===== config.mk =====
export PLATFORM = sky130hd
export DESIGN_NAME = bqf_front_flat
export DESIGN_NICKNAME = d
export VERILOG_FILES = /design/src/bqf_pkg.sv /design/src/bqf_if.sv /design/src/bqf_front.sv /design/src/flat_wrapper.sv
export SDC_FILE = /design/constraint.sdc
export NUM_CORES = 1
export LEC_CHECK = 0
export BUFFER_PORTS_ARGS = -buffer_cell sky130_fd_sc_hd__buf_2
export CAP_MARGIN = 0
export CORE_UTILIZATION = 50
export DETAILED_ROUTE_END_ITERATION = 16
export HOLD_SLACK_MARGIN = 0.08
export PLACE_DENSITY_LB_ADDON = 0.3
export SLEW_MARGIN = 0
export SYNTH_ARGS = -nofsm -noshare
export SYNTH_HDL_FRONTEND = slang
export SYNTH_SLANG_ARGS = --single-unit

===== constraint.sdc =====
create_clock -name clk_i -period 2.2 [get_ports clk_i]
set_input_delay 0.33 -clock clk_i [delete_from_list [all_inputs] [get_ports clk_i]]
set_output_delay 0.33 -clock clk_i [all_outputs]
set_load 0.02 [all_outputs]

===== src/bqf_pkg.sv =====
// Shared constants and types of the biquad IIR filter unit.
`timescale 1ns / 1ps
package bqf_pkg;

  localparam int SAMPLE_WIDTH_DEF   = 16;
  localparam int COEF_FRAC_BITS_DEF = 16;
  localparam int STATE_WIDTH_DEF    = 24;

  localparam int COEF_WIDTH  = 18;
  localparam int COEF_COUNT  = 5;
  localparam int CFG_IDX_W   = 3;
  localparam int QUEUE_DEPTH = 2;

  typedef enum logic [CFG_IDX_W-1:0] {
    IDX_B0 = CFG_IDX_W'(0),
    IDX_B1 = CFG_IDX_W'(1),
    IDX_B2 = CFG_IDX_W'(2),
    IDX_A1 = CFG_IDX_W'(3),
    IDX_A2 = CFG_IDX_W'(4)
  } coef_idx_e;

endpackage


===== src/bqf_if.sv =====
// Handshake interfaces for the sample, result and coefficient channels.
`timescale 1ns / 1ps
interface bqf_in_if import bqf_pkg::*; #(
  parameter int SAMPLE_WIDTH = SAMPLE_WIDTH_DEF
);
  logic                           valid;
  logic                           ready;
  logic signed [SAMPLE_WIDTH-1:0] sample_in;

  modport source (output valid, output sample_in, input ready);
  modport sink   (input valid, input sample_in, output ready);
endinterface



===== src/bqf_front.sv =====
// Front end: accepts sample beats into a short queue ahead of the filter datapath.
`timescale 1ns / 1ps
module bqf_front import bqf_pkg::*; #(
  parameter int SAMPLE_WIDTH = SAMPLE_WIDTH_DEF
) (
  input  logic                           clk_i,
  input  logic                           rst_ni,
  bqf_in_if.sink                         in_i,
  output logic                           q_valid_o,
  output logic signed [SAMPLE_WIDTH-1:0] q_sample_o,
  input  logic                           q_ready_i
);

  localparam int PTR_W = (QUEUE_DEPTH > 1) ? $clog2(QUEUE_DEPTH) : 1;
  localparam int CNT_W = $clog2(QUEUE_DEPTH + 1);

  logic signed [SAMPLE_WIDTH-1:0] mem_q [QUEUE_DEPTH];
  logic [PTR_W-1:0] wr_ptr_q, wr_ptr_d;
  logic [PTR_W-1:0] rd_ptr_q, rd_ptr_d;
  logic [CNT_W-1:0] cnt_q, cnt_d;
  logic             push, pop;

  assign in_i.ready = (cnt_q != CNT_W'(QUEUE_DEPTH));
  assign q_valid_o  = (cnt_q != '0);
  assign q_sample_o = mem_q[rd_ptr_q];

  assign push = in_i.valid && in_i.ready;
  assign pop  = q_valid_o && q_ready_i;

  always_comb begin
    wr_ptr_d = wr_ptr_q;
    rd_ptr_d = rd_ptr_q;
    cnt_d    = cnt_q;
    if (push) begin
      wr_ptr_d = (wr_ptr_q == PTR_W'(QUEUE_DEPTH - 1)) ? '0 : wr_ptr_q + PTR_W'(1);
    end
    if (pop) begin
      rd_ptr_d = (rd_ptr_q == PTR_W'(QUEUE_DEPTH - 1)) ? '0 : rd_ptr_q + PTR_W'(1);
    end
    if (push && !pop) begin
      cnt_d = cnt_q + CNT_W'(1);
    end else if (pop && !push) begin
      cnt_d = cnt_q - CNT_W'(1);
    end
  end

  always_ff @(posedge clk_i or negedge rst_ni) begin
    if (!rst_ni) begin
      wr_ptr_q <= '0;
      rd_ptr_q <= '0;
      cnt_q    <= '0;
    end else begin
      wr_ptr_q <= wr_ptr_d;
      rd_ptr_q <= rd_ptr_d;
      cnt_q    <= cnt_d;
    end
  end

  always_ff @(posedge clk_i) begin
    if (push) begin
      mem_q[wr_ptr_q] <= in_i.sample_in;
    end
  end

endmodule


===== src/flat_wrapper.sv =====
// flat-port wrapper written by rule: the top's interface ports become plain ports
module bqf_front_flat import bqf_pkg::*;
#(
  parameter int SAMPLE_WIDTH = SAMPLE_WIDTH_DEF
)
  (clk_i, rst_ni, q_valid_o, q_sample_o, q_ready_i, in_i_valid, in_i_sample_in, in_i_ready);
  bqf_in_if #(.SAMPLE_WIDTH(SAMPLE_WIDTH)) in_i_i ();
  input  logic clk_i;
  input  logic rst_ni;
  output logic q_valid_o;
  output logic signed [SAMPLE_WIDTH-1:0] q_sample_o;
  input  logic q_ready_i;
  input wire logic [$bits(in_i_i.valid)-1:0] in_i_valid;
  input wire logic [$bits(in_i_i.sample_in)-1:0] in_i_sample_in;
  output wire logic [$bits(in_i_i.ready)-1:0] in_i_ready;
  assign in_i_i.valid = in_i_valid;
  assign in_i_i.sample_in = in_i_sample_in;
  assign in_i_ready = in_i_i.ready;
  bqf_front #(.SAMPLE_WIDTH(SAMPLE_WIDTH)) u_core (.clk_i(clk_i), .rst_ni(rst_ni), .in_i(in_i_i), .q_valid_o(q_valid_o), .q_sample_o(q_sample_o), .q_ready_i(q_ready_i));
endmodule

# After elaboration in Yosys (flattened, before gate mapping)
# Memories as Yosys holds them, arrays and structs flattened.
# Index checks and enable logic that the tools add are counted.
[totals]
reg_bits = 4
ramBits = 32
out_inout_bits = 18
wordCells = 23
n_memories = 1
[mem_list]
columns = ["memory", "depth", "word_bits", "rd", "rd_clocked_by_memory_dff", "wr", "line_no", "text"]
rows = [
  ["u_core.mem_q", 2, 16, 1, 0, 1, "bqf_front.sv:17", "logic signed [SAMPLE_WIDTH-1:0] mem_q [QUEUE_DEPTH];"],
]
[classes]
addsub = 4
n_eq_ne = 1
muxes = 6
n_reduce_logical = 8
[ops]
columns = ["cell", "count"]
rows = [
  ["$logic_and 1x1->1", 4],
  ["$mux 1", 4],
  ["$mux 2", 2],
  ["$reduce_bool 2->1", 2],
  ["$add 1x1->1 const B", 2],
  ["$add 2x1->2 const B", 1],
  ["$logic_not 1->1", 2],
  ["$ne 2x2->1 const B", 1],
  ["$sub 2x1->2 const B", 1],
]

# Logic depth before layout (Yosys ltp)
# Gate-level depths: netlist of run 1.
[depth]
word_depth = 6
depth_mapped = 7
ltp_nobuf = 7

# Worst setup path before layout of run 1
# No wires, ideal clock.
[synth_path]
path_type = "reg-to-reg"
startpoint = "register u_core.cnt_q[0]"
endpoint = "memory u_core.mem_q[0][0] (netlist name), enable pin"
setup_ps = 388
arrival_ps = 1493
slack_ps = 318
path_stages_with_launch = 4
path_buffers = 0
cell_sequence = "dfrtp_1 -> nand2b_1 -> nand2_1 -> nor2_1"
[synth_via]
elab_chain_cells = 4
[synth_lines]
columns = ["item", "line_no", "text"]
rows = [
  ["start, declared", "bqf_front.sv:20", "logic [CNT_W-1:0] cnt_q, cnt_d;"],
  ["start signal, assigned", "bqf_front.sv:55", "cnt_q <= cnt_d;"],
  ["$ne 2x2->1", "bqf_front.sv:23", "assign in_i.ready = (cnt_q != CNT_W'(QUEUE_DEPTH));"],
  ["named net in_i_ready", "flat_wrapper.sv:15", "output wire logic [$bits(in_i_i.ready)-1:0] in_i_ready;"],
  ["$logic_and 1x1->1", "bqf_front.sv:27", "assign push = in_i.valid && in_i.ready;"],
  ["$mux 1", "bqf_front.sv:60", "if (push) begin"],
  ["$mux 1 (implied by the code)", "bqf_front.sv:61", "mem_q[wr_ptr_q] <= in_i.sample_in;"],
  ["end, declared", "bqf_front.sv:17", ""],
]
# The timed path passes the listed nets, and every way through them passes these cells.

# Final worst setup path of run 1
[layout_path]
startpoint = "register u_core.rd_ptr_q"
endpoint = "output port q_sample_o[0]"
[layout_via]
elab_chain_cells = 1
[layout_lines]
columns = ["item", "line_no", "text"]
rows = [
  ["start, declared", "bqf_front.sv:19", "logic [PTR_W-1:0] rd_ptr_q, rd_ptr_d;"],
  ["start signal, assigned", "bqf_front.sv:54", "rd_ptr_q <= rd_ptr_d;"],
  ["$mem_v2 2x16", "n/a", ""],
  ["end, declared", "flat_wrapper.sv:11", "output logic signed [SAMPLE_WIDTH-1:0] q_sample_o;"],
]
# Every way passes these cells.

==> reports/metrics.cfg, run 1 <==
[run_status]
status=finished, final reports clean

[logic_synthesis]
syn_nets=89
synth_area_leaders=edfxtp_1, mux2_4, dfrtp_1, mux2_2, xnor2_1
ys_seq_area_share_pct=75.6
ys_ff_latch=36
synth_top_area_share_pct=68.5
syn_inst=68
syn-cell-area_um2=1400
avgSynthCellArea_um2=20.6
ys_warn_count=0
synth_cell_type_count=16
yosysTopAreaCell=edfxtp_1

[power_and_ir_drop]
p_comb_share_pct=39.9
power_mw=2.19
ir_worst_vdd_mv=0.751
cellPowerDensity_nw_per_um2=1310
leakage_nw=0.686
cellInternalPower_mw=1.46
pwr-share-clk_pct=14.1
switching_power_uw=731
swShare_pct=33.4
p_seq_share_pct=46.0

[placed_design]
gp_congestion=0.593
place_hpwl_mm=1.45
placed_cells=136
port_buffers=37

[route]
drc_errors=0
drt_wl_total_mm=2.03
route.detailed.wl_per_inst_um=14.0
drt_first_pass_iters=2
vias=712
detail-route-antenna-nets=0
drtIter0Drc=6
vias_per_cell=4.91

[timing]
final.period_utilization_pct=83.6
setup_viol_count_final=0
timing.hold.ws_ps=193
skew_ps=4.03
grt_setup_unrepaired=no
tightest_slew_ps=255
slew_viol_final=0
fmax_mhz=544
hold_violations=0
setup_tns_ps=0
period_needed_ps=1840
slew_headroom_pct=83.0

[final_layout]
instances_no_fill=145
layout_commonest_cell=buf_2
layout_common_cells=buf_2, edfxtp_1, mux2_4, mux2_2, clkbuf_4
finalNetCount=135
drive_gt1_share_pct=53.9
final_util_pct=65.3
n_antenna_cell=0
syn2layout_area_growth_pct=19.4

[floorplanning]
initial_core_util_pct=54.6
die_area_um2=3020
core_um2=2570
io_pins=38
rows=18
die_x_um=55.0
die_h_um=55.0

[global_routing]
grt_usage_pct=15.8
grt_pass1_wl_mm=2.98
grt-ovfl-total=0
antenna_found_initial=0
grt_pass1_vias=686
grt_start_max_net_pins=17

[critical_path]
arrival_ps=1510
crit_path_start_kind=register
cp_data_required_time_ps=1870
critical_path.max_fanout=16
cp-end-kind=output port
crit_type=reg -> out
r2r_setup_slack_ps=710

[job]
drv_cap=0

[hold_path]
hp-class=in -> reg

[clock_network]
h-tree-depth=2
numCtsBuffers=5
cts_num_sinks=36
cts_setup_buffers=0
clk_latency_ps=320
cts.clk_slew.worst_paths_ps=100
cts_tree=built
cts_root_buf=clkbuf_4
clk_path_buf_depth=2

[Yosys cell counts (all sizes together)]
cell type / count
dfrtp: 4
xor2: 2
and3: 1
nor2: 2
or2: 1
edfxtp: 32
nand2b: 1
xnor2: 3
buf: 2
ha: 1
mux2: 16
nand2: 2
inv: 1
[power by group through the flow]
stage | Clock [mW] | Combinational, mW | Sequential [mW]
2_1_floorplan | 0 | 0.705 | 1.00
3_3_place_gp | 0 | 0.875 | 1.01
3_5_place_dp | 0 | 0.889 | 1.03
4_1_cts | 0.325 | 0.893 | 1.01
5_1_grt | 0.357 | 0.955 | 1.03
6_report | 0.309 | 0.875 | 1.01
[layer usage]
| layer | share of wire, % | up-vias | global-route usage, % | wire, um |
|---|---|---|---|---|
| met4 | 0.74 | 0 | 7.50 | 15 |
| met2 | 53 | 23 | 25.3 | 1080 |
| met5 | 0 | - | 0 | 0 |
| met3 | 5.2 | 2 | 8.20 | 106 |
| met1 | 41 | 339 | 17.2 | 834 |
| li1 | - | 348 | - | - |
[worst max-delay path: stages (launching register included)]
cell     delay [ps]
dfrtp_1         380
buf_4           280
mux2_2          370
buf_2           160
[through the flow]
step	area [um2]	worst slack (ps)
after floorplan	1400	318
after global placement	1620	723
after detailed placement	1620	713
after CTS	1680	334
after global routing	1680	263
final	1680	361
[cells by family (layout without fill, tap and decap cells)]
| family | after synthesis | in the layout | synth area share, % |
|---|---|---|---|
| simple gates | 7 | 7 | 2.59 |
| mux | 16 | 16 | 15.3 |
| buf+inv | 3 | 50 | 2.50 |
| fa+ha+maj | 1 | 1 | 0.892 |
| flops | 36 | 36 | 75.6 |
| xor+xnor | 5 | 5 | 3.12 |
[cell type report]
class | instances | area (um2)
repair buffers | 41 | 218
multi-input cells | 29 | 307
flip-flops and latches | 36 | 1060
clock inverters | 1 | 3.75
inverters | 1 | 3.75
well taps | 30 | 37.5
clock buffers | 7 | 45.0
fillers | 202 | 892
[worst paths after layout]
kind / start / cells after the start / end
max: u_core.rd_ptr_q$_DFFE_PN0P_ / 3 / q_sample_o[0]
min: in_i_sample_in[6] / 1 / u_core.mem_q[0][6]$_DFFE_PP_
max reg2reg: u_core.cnt_q[0]$_DFFE_PN0P_ / 6 / u_core.cnt_q[1]$_DFFE_PN0P_
min reg2reg: u_core.rd_ptr_q$_DFFE_PN0P_ / 1 / u_core.rd_ptr_q$_DFFE_PN0P_
max in group asynchronous: rst_ni / 2 / u_core.wr_ptr_q$_DFFE_PN0P_
min in group asynchronous: rst_ni / 2 / u_core.cnt_q[0]$_DFFE_PN0P_
[what timing repair did]
item / CTS / global route
endpoints found under the hold margin: 4 / 0
hold buffers: 1 / 0
resized for setup: 0 / 0
[flip-flops by register name (all words and copies together), names as in the netlist]
register and cells:
u_core.mem_q 32, u_core.cnt_q 2, u_core.rd_ptr_q 1, u_core.wr_ptr_q 1
No activity file was read; power rests on OpenSTA's default activity.
==> run 2: changes to the inputs <==
clock period = 1.9 ns   (was 2.2 ns; I/O delays follow)
==> run 2 against run 1 <==
Non-clock buffer count increased by 1. First-iteration DRC count increased to 3.0 times the previous value. Critical path depth unchanged. Via count decreased by 0.70%. Register-to-register slack got worse by 300 ps. Global-route usage increased by 1.4 points. Die area unchanged. Hold slack got worse by 56 ps. Critical endpoint is now q_sample_o[7].
==> reports/metrics.cfg, run 2 (synthesized netlist as in run 1, its figures left out) <==
[route]
drt_first_pass_iters=4
drc_errors=0
drt_wl_total_mm=2.10
vias=707
route.detailed.wl_per_inst_um=14.4
detail-route-antenna-nets=0
vias_per_cell=4.84
drtIter0Drc=18

[job]
drv_cap=0

[floorplanning]
initial_core_util_pct=54.6
io_pins=38
core_um2=2570
die_x_um=55.0
die_area_um2=3020
rows=18
die_h_um=55.0

[timing]
period_needed_ps=1710
tightest_slew_ps=219
fmax_mhz=585
grt_setup_unrepaired=no
slew_headroom_pct=85.4
skew_ps=9.70
final.period_utilization_pct=89.9
setup_tns_ps=0
slew_viol_final=0
hold_violations=0
setup_viol_count_final=0
worst_slack_ps=191

[critical_path]
arrival_ps=1420
crit_path_start_kind=register
reg2reg_to=u_core.cnt_q[1]$_DFFE_PN0P_
critical_path.max_fanout=9
cp-end-kind=output port
r2r_setup_slack_ps=410
cp_data_required_time_ps=1620
crit_type=reg -> out
ff2ff_path_depth=6
r2r-start=u_core.cnt_q[0]$_DFFE_PN0P_

[final_layout]
layout_common_cells=buf_2, edfxtp_1, mux2_4, mux2_2, clkbuf_4
syn2layout_area_growth_pct=20.2
regMostFlops=u_core.mem_q
nFillCells=192
drive_gt1_share_pct=56.0
largest_reg_flops=32
final_util_pct=65.6
n_antenna_cell=0
layout_commonest_cell=buf_2
largestRegisters=u_core.mem_q x32, u_core.cnt_q x2
finalNetCount=136

[hold_path]
hp-start=in_i_sample_in[6]
hold_path_end=u_core.mem_q[1][6]$_DFFE_PP_
hold_depth=1
hp-class=in -> reg

[global_routing]
grt_start_max_net_pins=17
grt_usage_pct=17.2
antenna_found_initial=0
grt_pass1_vias=685
grt_pass1_wl_mm=3.20
grt-ovfl-total=0

[power_and_ir_drop]
cellInternalPower_mw=1.70
leakage_nw=0.696
p_comb_share_pct=40.2
cellPowerDensity_nw_per_um2=1530
pwr-share-clk_pct=14.3
switching_power_uw=877
ir_worst_vdd_mv=1.02
p_seq_share_pct=45.5
swShare_pct=34.1
power_mw=2.57

[clock_network]
cts_tree=built
cts.clk_slew.worst_paths_ps=110
numCtsBuffers=5
cts_num_sinks=36
h-tree-depth=2
clk_path_buf_depth=2
clk_latency_ps=330
cts_root_buf=clkbuf_4

[placed_design]
place_hpwl_mm=1.49
gp_congestion=0.576
place_ws_ps=426
port_buffers=37

[run_status]
status=finished, final reports clean

-- run 2: changes by cell type in the layout (fill, tap and decap cells not counted) --
cell,change
clkbuf_1,-2
buf_4,+1
clkinv_2,+2
-- run 2: cell type report --
type / count / area [um2] / area share [%]
Multi-Input combinational cell: 29 / 307 / 18.2
Timing Repair Buffer: 42 / 225 / 13.4
Sequential cell: 36 / 1060 / 63.0
Inverter: 1 / 3.75 / 0.223
Clock buffer: 5 / 37.5 / 2.23
Clock inverter: 3 / 13.8 / 0.817
Tap cell: 30 / 37.5 / 2.23
-- run 2: per-layer routing --
| metal | vias to the layer above | global-route usage (%) | routed length, um |
|---|---|---|---|
| met2 | 25 | 26.3 | 1090 |
| li1 | 350 | - | - |
| met3 | 4 | 8.47 | 129 |
| met4 | 0 | 7.50 | 29 |
| met5 | - | 0 | 0 |
| met1 | 328 | 20.5 | 847 |
-- run 2: power by group through the flow --
stage | registers [mW] | logic (mW) | clock network (mW)
final | 1.17 | 1.03 | 0.368
after global placement | 1.17 | 1.03 | 0
after global routing | 1.19 | 1.13 | 0.420
after CTS | 1.17 | 1.05 | 0.385
after detailed placement | 1.19 | 1.05 | 0
after floorplan | 1.16 | 0.816 | 0
-- run 2: worst max-delay path, stage by stage (launching register included) --
cell and delay [ps]:
dfrtp_1 390, buf_4 230, mux2_4 310, buf_2 160
-- run 2: worst max path at each step --
stage	endpoint	slack, ps	start
finish	q_sample_o[7]	190	u_core.rd_ptr_q$_DFFE_PN0P_
global route	q_sample_o[1]	110	u_core.rd_ptr_q$_DFFE_PN0P_
CTS	q_sample_o[7]	160	u_core.rd_ptr_q$_DFFE_PN0P_
detailed placement	u_core.cnt_q[1]$_DFFE_PN0P_	430	u_core.cnt_q[0]$_DFFE_PN0P_
global placement	u_core.cnt_q[1]$_DFFE_PN0P_	540	u_core.cnt_q[0]$_DFFE_PN0P_
floorplan	u_core.mem_q[0][0]$_DFFE_PP_	20	u_core.cnt_q[0]$_DFFE_PN0P_
-- run 2: repair_timing --
action	4_1_cts	5_1_grt
hold endpoints to repair	4	0
buffers inserted	0	0
hold buffers	1	0
endpoints found under the setup margin	0	0
gates resized for setup	0	0
-- run 2: through the flow --
step                      area, um2  std cells  hold WS, ps
final                          1690        146          137
after CTS                      1690        146          121
after floorplan                1400         68        -10.6
after global routing           1690        146          110
after detailed placement       1620        137         98.1
after global placement         1620        137         93.9
==> run 3: changes to the inputs <==
GPL_ROUTABILITY_DRIVEN = 0   (was not set)
GPL_TIMING_DRIVEN = 0   (was not set)
PLACE_DENSITY = 0.82   (was not set)
PLACE_DENSITY_LB_ADDON = not set   (was 0.3)
==> run 3 against run 2 <==
Clock power down 2%. Critical endpoint is now q_sample_o[10]. Combinational power about the same. Maximum frequency down 2.4%. Clock skew down 6.2 ps. Flip-flop and latch count unchanged. Critical path depth up 1. Die area unchanged. Worst setup slack worse by 41 ps. First-iteration DRC count down 50%. Core utilization about the same. Wire length down 2.8%. Global-route usage down 0.87 points.
==> reports/metrics.cfg, run 3 (synthesized netlist as in run 1, its figures left out) <==
[critical_path]
r2r-start=u_core.cnt_q[0]$_DFFE_PN0P_
ff2ff_path_depth=3
r2r_setup_slack_ps=170
cp-end-kind=output port
cp_data_required_time_ps=1620
slowest_delay_ps=400
reg2reg_to=u_core.mem_q[0][7]$_DFFE_PP_
critical_path.max_fanout=10
cp_num_buf_inv=3
cp_slowest_cell=dfrtp_1
crit_path_start_kind=register
path_cells=buf_6 > buf_12 > mux2_4 > buf_2
crit_type=reg -> out
arrival_ps=1470
crit_family=buffers and inverters
crit_start=u_core.rd_ptr_q$_DFFE_PN0P_

[global_routing]
grt_use_met2_pct=25.5
met3_usage_pct=7.38
use_met1_pct=18.2
top_usage_layer=met2
grt_start_max_net_pins=17
grt_pass1_wl_mm=3.05
grt-ovfl-total=0
grt_usage_pct=16.3
grt_pass1_vias=637
antenna_found_initial=0

[route]
detail-route-antenna-nets=0
drtIter0Drc=9
vias=702
vias_per_cell=4.88
drt_wl_total_mm=2.04
route.detailed.wl_per_inst_um=14.2
drc_errors=0
drt_first_pass_iters=4

[placed_design]
placed_cells=135
port_buffers=37
place_area_um2=1630
place_hpwl_mm=1.47
place_ws_ps=-205

[final_layout]
n_antenna_cell=0
final_util_pct=65.7
layout_commonest_cell=buf_2
drive_gt1_share_pct=54.4
fin_area_um2=1690
finalNetCount=134
syn2layout_area_growth_pct=20.2
largest_reg_flops=32
largestRegisters=u_core.mem_q x32, u_core.cnt_q x2
layout_common_cells=buf_2, edfxtp_1, mux2_4, mux2_2, clkbuf_4
regMostFlops=u_core.mem_q
instances_no_fill=144

[clock_network]
clk_path_buf_depth=2
cts_setup_buffers=0
h-tree-depth=2
numCtsBuffers=5
cts_root_buf=clkbuf_4
clk_latency_ps=320
cts.clk_slew.worst_paths_ps=100
cts_num_sinks=36
cts_tree=built

[timing]
tightest_slew_ps=822
timing.hold.ws_ps=146
slew_headroom_pct=45.1
final.period_utilization_pct=92.1
setup_viol_count_final=0
period_needed_ps=1750
setup_tns_ps=0
grt_setup_unrepaired=no
fmax_mhz=571
hold_violations=0
slew_viol_final=0
skew_ps=3.51
worst_slack_ps=150

[job]
drv_cap=0

[power_and_ir_drop]
power_mw=2.60
cellPowerDensity_nw_per_um2=1540
ir_worst_vdd_mv=0.939
leakage_nw=0.686

[floorplanning]
die_x_um=55.0
core_um2=2570
die_h_um=55.0
die_area_um2=3020
rows=18
io_pins=38
initial_core_util_pct=54.6

[hold_path]
hp-class=in -> reg
hold_depth=1
hold_path_end=u_core.mem_q[0][15]$_DFFE_PP_
hp-start=in_i_sample_in[15]

[run_status]
status=finished, final reports clean

-- run 3: cell count changes in the layout (fill, tap and decap cells not counted), sizes merged --
cell,before,now
buf,41,39
clkbuf,5,7
clkinv,3,1
-- run 3: timing repair --
action                                  CTS  global route
hold endpoints to repair                  4             0
hold buffers                              1             0
endpoints found under the setup margin   16             0
gates resized for setup                   1             0
-- run 3: worst reg2reg max path, cell delays in order (launching register included) --
cell      delay, ps
dfrtp_1         420
nand2b_1        170
nand2_1         120
nor2_2          650
-- run 3: routing by layer --
layer  vias to the layer above  share of wire [%]
met5                         -                  0
met4                         0                1.3
met3                         4                4.1
met2                        18                 56
met1                       334                 39
li1                        346                  -
-- run 3: worst max-delay path by stage --
stage,to,slack [ps],cells past startpoint
global placement,u_core.mem_q[0][12]$_DFFE_PP_,-120,3
floorplan,u_core.mem_q[0][0]$_DFFE_PP_,20,3
finish,q_sample_o[10],150,4
detailed placement,u_core.mem_q[0][1]$_DFFE_PP_,-210,3
CTS,q_sample_o[13],140,4
global route,u_core.mem_q[0][12]$_DFFE_PP_,40,3
-- run 3: layout make-up --
| cell class | instances | area (um2) |
|---|---|---|
| flip-flops and latches | 36 | 1060 |
| fillers | 209 | 881 |
| multi-input cells | 29 | 309 |
| repair buffers | 38 | 195 |
| clock buffers | 7 | 45.0 |
| well taps | 30 | 37.5 |
| plain buffers | 2 | 31.3 |
| clock inverters | 1 | 3.75 |
| inverters | 1 | 3.75 |
-- run 3: power by group --
part | leakage (nW) | internal [mW] | switching, mW
clock network | 0.0269 | 0.142 | 0.219
registers | 0.344 | 1.10 | 0.0776
logic | 0.315 | 0.487 | 0.576
total | 0.686 | 1.72 | 0.872
